[src/ffbp_pkg.sv]
`default_nettype none

package ffbp_pkg;

  // Field widths
  localparam int WEIGHT_W     = 16;
  localparam int BIN_INDEX_W  = 8;
  localparam int BINS_USED_W  = 9;

  // Defaults
  localparam int          MAX_BINS_DEFAULT = 256;
  localparam logic [15:0] CAPACITY_RESET   = 16'd100;

  // Scan sequencer states
  typedef enum logic [1:0] {
    ST_IDLE,
    ST_SCAN,
    ST_FIN
  } scan_state_t;

  // One result word, handed from the scan engine to the output register
  typedef struct packed {
    logic [BIN_INDEX_W-1:0] bin_index;
    logic                   opened_new;
    logic                   rejected;
    logic [BINS_USED_W-1:0] bins_used;
  } result_t;

endpackage

`default_nettype wire

[src/ffbp_scan.sv]
`default_nettype none

module ffbp_scan
  import ffbp_pkg::*;
#(
  parameter int MAX_BINS = MAX_BINS_DEFAULT
) (
  input  wire logic                        clk,
  input  wire logic                        rst,
  input  wire logic [WEIGHT_W-1:0]         capacity,
  input  wire logic                        in_valid,
  output logic                             in_stall,
  input  wire logic [WEIGHT_W-1:0]         item_weight,
  output logic                             ram_wr_en,
  output logic [$clog2(MAX_BINS)-1:0]      ram_wr_addr,
  output logic [WEIGHT_W-1:0]              ram_wr_data,
  output logic [$clog2(MAX_BINS)-1:0]      ram_rd_addr,
  input  wire logic [WEIGHT_W-1:0]         ram_rd_data,
  output logic                             res_valid,
  input  wire logic                        res_take,
  output result_t                          res
);

  localparam int BW = $clog2(MAX_BINS);
  localparam int CW = $clog2(MAX_BINS + 1);

  scan_state_t         state, state_next;
  logic [WEIGHT_W-1:0] weight, weight_next;
  logic [BW-1:0]       scan_k, scan_k_next;
  logic [CW-1:0]       open_bins, open_bins_next;
  result_t             res_next;

  logic [WEIGHT_W:0]   sum;
  logic                fits;
  logic                last;
  logic                full;

  // Fill check on the word just read back
  assign sum  = {1'b0, ram_rd_data} + {1'b0, weight};
  assign fits = sum <= {1'b0, capacity};
  assign last = (CW'(scan_k) + CW'(1)) == open_bins;
  assign full = open_bins == CW'(MAX_BINS);

  // State and working registers
  always_ff @(posedge clk) begin
    if (rst) begin
      state     <= ST_IDLE;
      open_bins <= CW'(1);
    end else begin
      state     <= state_next;
      open_bins <= open_bins_next;
    end
    weight <= weight_next;
    scan_k <= scan_k_next;
    res    <= res_next;
  end

  // Next state, memory access and result
  always_comb begin
    state_next     = state;
    weight_next    = weight;
    scan_k_next    = scan_k;
    open_bins_next = open_bins;
    res_next       = res;
    in_stall       = 1'b1;
    res_valid      = 1'b0;
    ram_wr_en      = 1'b0;
    ram_wr_addr    = scan_k;
    ram_wr_data    = sum[WEIGHT_W-1:0];
    ram_rd_addr    = '0;
    case (state)
      ST_IDLE: begin
        in_stall    = 1'b0;
        ram_rd_addr = '0;
        if (in_valid) begin
          weight_next = item_weight;
          scan_k_next = '0;
          if (item_weight > capacity) begin
            res_next.bin_index  = '0;
            res_next.opened_new = 1'b0;
            res_next.rejected   = 1'b1;
            res_next.bins_used  = BINS_USED_W'(open_bins);
            state_next          = ST_FIN;
          end else begin
            state_next = ST_SCAN;
          end
        end
      end
      ST_SCAN: begin
        // read one bin ahead while checking the current one
        ram_rd_addr = scan_k + BW'(1);
        if (fits) begin
          ram_wr_en           = 1'b1;
          ram_wr_addr         = scan_k;
          ram_wr_data         = sum[WEIGHT_W-1:0];
          res_next.bin_index  = BIN_INDEX_W'(scan_k);
          res_next.opened_new = 1'b0;
          res_next.rejected   = 1'b0;
          res_next.bins_used  = BINS_USED_W'(open_bins);
          state_next          = ST_FIN;
        end else if (last) begin
          if (!full) begin
            // open the next bin with this item
            ram_wr_en           = 1'b1;
            ram_wr_addr         = open_bins[BW-1:0];
            ram_wr_data         = weight;
            open_bins_next      = open_bins + CW'(1);
            res_next.bin_index  = BIN_INDEX_W'(open_bins);
            res_next.opened_new = 1'b1;
            res_next.rejected   = 1'b0;
            res_next.bins_used  = BINS_USED_W'(open_bins + CW'(1));
          end else begin
            res_next.bin_index  = '0;
            res_next.opened_new = 1'b0;
            res_next.rejected   = 1'b1;
            res_next.bins_used  = BINS_USED_W'(open_bins);
          end
          state_next = ST_FIN;
        end else begin
          scan_k_next = scan_k + BW'(1);
        end
      end
      ST_FIN: begin
        res_valid = 1'b1;
        if (res_take) begin
          state_next = ST_IDLE;
        end
      end
      default: begin
        state_next = ST_IDLE;
      end
    endcase
    // Bin zero is open from reset, so clear its fill; later bins are written when opened
    if (rst) begin
      ram_wr_en   = 1'b1;
      ram_wr_addr = '0;
      ram_wr_data = '0;
    end
  end

`ifndef SYNTH
  // Scan never looks past the open bins
  a_scan_in_range: assert property (@(posedge clk) disable iff (rst)
    state == ST_SCAN |-> CW'(scan_k) < open_bins)
    else $error("scan index beyond open bins");

  // Open count stays within the store
  a_open_range: assert property (@(posedge clk) disable iff (rst)
    open_bins != '0 && open_bins <= CW'(MAX_BINS))
    else $error("open bin count out of range");

  // Open count only grows, one bin at a time
  a_open_step: assert property (@(posedge clk) disable iff (rst)
    1'b1 |=> (open_bins == $past(open_bins) || open_bins == $past(open_bins) + CW'(1)))
    else $error("open bin count jumped");

  // Fill store is written only while scanning
  a_write_scan: assert property (@(posedge clk) disable iff (rst)
    ram_wr_en |-> state == ST_SCAN)
    else $error("fill write outside scan");

  // A rejected word never opens a bin
  a_reject_no_open: assert property (@(posedge clk) disable iff (rst)
    res_valid && res.rejected |-> !res.opened_new)
    else $error("rejected word opened a bin");
`endif

endmodule

`default_nettype wire

[config.mk]
export PLATFORM = sky130hd
export DESIGN_NAME = ffbp_scan
export DESIGN_NICKNAME = d
export VERILOG_FILES = /design/src/ffbp_pkg.sv /design/src/ffbp_scan.sv
export SDC_FILE = /design/constraint.sdc
export NUM_CORES = 1
export LEC_CHECK = 0
export BUFFER_PORTS_ARGS = -buffer_cell sky130_fd_sc_hd__clkbuf_2
export CORE_MARGIN = 3
export CORE_UTILIZATION = 55
export CTS_CLUSTER_SIZE = 16
export DETAILED_ROUTE_END_ITERATION = 12
export PLACE_DENSITY = 0.82
export SLEW_MARGIN = 20
export SYNTH_ARGS = -nofsm -noshare
export SYNTH_HDL_FRONTEND = slang
export SYNTH_SLANG_ARGS = --single-unit
[constraint.sdc]
create_clock -name clk -period 7.6 [get_ports clk]
set_clock_uncertainty 0.1 [all_clocks]
set_input_delay 0.76 -clock clk [delete_from_list [all_inputs] [get_ports clk]]
set_output_delay 0.76 -clock clk [all_outputs]
set_load 0.01 [all_outputs]
==> impl_metrics.yaml <==
status:
  outcome: "complete, no violations"
clocking:
  clock_latency_ns: 0.31
  clock-sinks: 54
  cts_hold_buf: 0
  root_buffer: "clkbuf_8"
  numCtsBuffers: 5
  cts_tree: "done"
  clock_tree.buffer_depth: 2
  postCtsSetupRepairBufs: 0
  htree_num_levels: 2
  cts_resized: 0
  clk_pin_slew_worst_paths_ns: 0.10
global_routing:
  antenna_found_initial: 0
  track_usage: 0.249
  top_usage_layer: "met2"
  met1_usage: 0.296
  grt_overflow_total: 0
  grt_max_degree: 30
  grt_pass1_wl_mm: 18.1
  use_met3: 0.0352
  grtUsageMet2: 0.461
  grt_pass1_vias: 3937
route:
  drtIter0Drc: 193
  ant_nets: 0
  drcViolationCount: 0
  wire_per_inst_um: 16.5
  drt-total-wl_mm: 11.1
  viasPerCell: 5.86
  drt_first_pass_iters: 5
  dr_total_vias: 3964
die:
  die_area_um2: 9230
  die_w_um: 96.1
  core_area_um2: 7810
  initial_utilization: 0.571
  io_pins: 106
  rows: 32
  fp.dieH_um: 96.1
logic_synthesis:
  synth_nets: 587
  ys_seq_area_frac: 0.339
  synthesis.area_um2: 4460
  synth_top_flop_cell: "edfxtp_1"
  synth.distinct_cells: 59
  synthCells: 482
  avgSynthCellArea_um2: 9.25
  async_reset_ff_frac: 0
  ys_warn_count: 0
  synth_edf_count: 43
  ys_ff_latch: 54
layout:
  areaGrowthSynthToFinish_pct: 15.4
  n_antenna_cell: 0
  drive_gt1_frac: 0.213
  nets: 678
  final-seq-area_um2: 1510
  fillers: 683
  instances_no_fill: 676
  multi_input_area_um2: 2730
  stdcell_area_um2: 5150
sta:
  finalSetupViolations: 0
  slew-limit-headroom: 0.487
  tightest_slew_ns: 0.770
  min_period_ns: 6.13
  rsz0062_at_grt: "no"
  setup_tns_ns: 0
  fmax_mhz: 163
  slew_violations: 0
  hold_viol_final: 0
  fin_crit_sh: 0.806
worst_hold_path:
  holdCritPathClass: "reg -> reg"
setup_path:
  crit_start: "ram_rd_data[0]"
  r2r-end: "scan_k[1]"
  crit-reg2reg-launch: "weight[0]"
  r2r_slack_ns: 2.20
  endpoint: "ram_wr_en"
  crit_type: "in -> out"
  worstSetupStartpointType: "primary input"
  required_ns: 6.74
  crit_path_end_kind: "output port"
  arrival_ns: 5.27
  cp_max_fo: 20
  r2r_cells: 16
flow_run:
  cap_violations: 0
power_and_ir_drop:
  p_per_area_nw_per_um2: 196
  ir_drop_v: 0.000112
  p_leak_uw: 0.00247
  report.power.total_uw: 1010
placed_design:
  dp_cells: 668
  place_area_um2: 5040
  gp_congestion: 0.930
  place_hpwl_mm: 8.89
  portBuffers: 105
[layout make-up]
class / instances / area share
multi-input cells: 373 / 0.531
flip-flops and latches: 54 / 0.294
repair buffers: 108 / 0.106
well taps: 102 / 0.0248
inverters: 31 / 0.0226
clock buffers: 6 / 0.0141
clock inverters: 2 / 0.00729
[cells by family after synthesis]
logic type,synth area share
AND/OR/NAND/NOR,0.182
AO/OA/AOI/OAI,0.138
buffers and inverters,0.0502
flip-flops,0.339
adder cells (fa/ha/maj),0.150
XOR/XNOR,0.0732
multiplexers,0.0676
[cell usage after synthesis, types with 11 or more instances]
cell      instances  share of area
nand2_1          21          0.018
nor2_1           64          0.054
dfxtp_1          11          0.049
clkbuf_1         16          0.013
o21ai_0          12          0.013
ha_1             52           0.15
a21oi_1          26          0.029
xnor2_1          24          0.047
nand3_1          21          0.024
inv_1            31          0.026
a21o_1           11          0.019
mux2i_1          29          0.065
edfxtp_1         43           0.29
[worst min-delay path by stage]
stage / start / to / cells after the start
3_5_place_dp: open_bins[8] / open_bins[8] / 1
3_3_place_gp: open_bins[8] / open_bins[8] / 1
6_report: open_bins[8] / open_bins[8] / 1
5_1_grt: item_weight[7] / weight[7] / 1
2_1_floorplan: open_bins[8] / open_bins[8] / 1
4_1_cts: open_bins[8] / open_bins[8] / 1
[layout by cell type, fill, tap and decap left out, types with 2 or more instances in the layout]
cell         n
ha_1        52
o21a_1       5
nor3_1       6
clkbuf_2   105
inv_1       31
clkbuf_8     5
a211o_1      2
or2_2        2
xor2_1       8
a211oi_1     6
nand2b_1     4
nand3_1     21
a21o_1      11
nand3b_1     2
nand4_1      8
a21oi_1     26
nor2b_1      4
edfxtp_1    43
o21ai_1      8
nor2_1      64
buf_4        3
xnor2_1     24
mux2i_1     29
o2111ai_1    2
and2_1       6
nor4_1       2
o211ai_1     7
and3_1       7
nand2_1     21
o21ai_0     12
dfxtp_1     11
or3_1        7
[critical path: stages]
cell and delay, ns:
clkbuf_2 0.08, ha_1 0.18, inv_1 0.06, fa_1 0.40, nor2b_1 0.16, o2111ai_1 0.16, a211oi_2 0.29, o31ai_1 0.18
o311ai_0 0.50, ha_1 0.33, nand4_1 0.09, nor2_1 0.07, a21o_1 0.16, o21ai_1 0.46, or2_1 0.69, nor2_1 0.18
or3_1 0.35, clkbuf_2 0.14
[state kept, by name, summed over array words and instances, names as in the netlist]
| register | cells |
|---|---|
| state | 2 |
| weight | 16 |
| open_bins | 9 |
| scan_k | 8 |
| res | 19 |
[per-layer routing]
layer	share of wire	up-vias
met5	0	-
met2	0.51	187
met4	0.017	0
met3	0.075	18
li1	-	1929
met1	0.39	1830
[stage by stage]
| stage | setup slack (ns) | hold slack (ns) | util |
|---|---|---|---|
| after floorplan | 2.64 | 0.445 | - |
| after global placement | 1.63 | 0.486 | 0.645 |
| after detailed placement | 1.50 | 0.488 | 0.645 |
| after CTS | 1.48 | 0.508 | 0.659 |
| after global routing | 1.13 | 0.529 | 0.659 |
| final | 1.47 | 0.517 | 0.659 |
[where the power goes]
| part | leakage, uW | total [uW] | switching, uW | internal, uW |
|---|---|---|---|---|
| Sequential | 0.000502 | 391 | 28.3 | 362 |
| Combinational | 0.00191 | 419 | 247 | 172 |
| Clock | 0.0000514 | 197 | 98.5 | 98.5 |
| Total | 0.00247 | 1010 | 374 | 633 |
(Power assumes the default switching activity.)
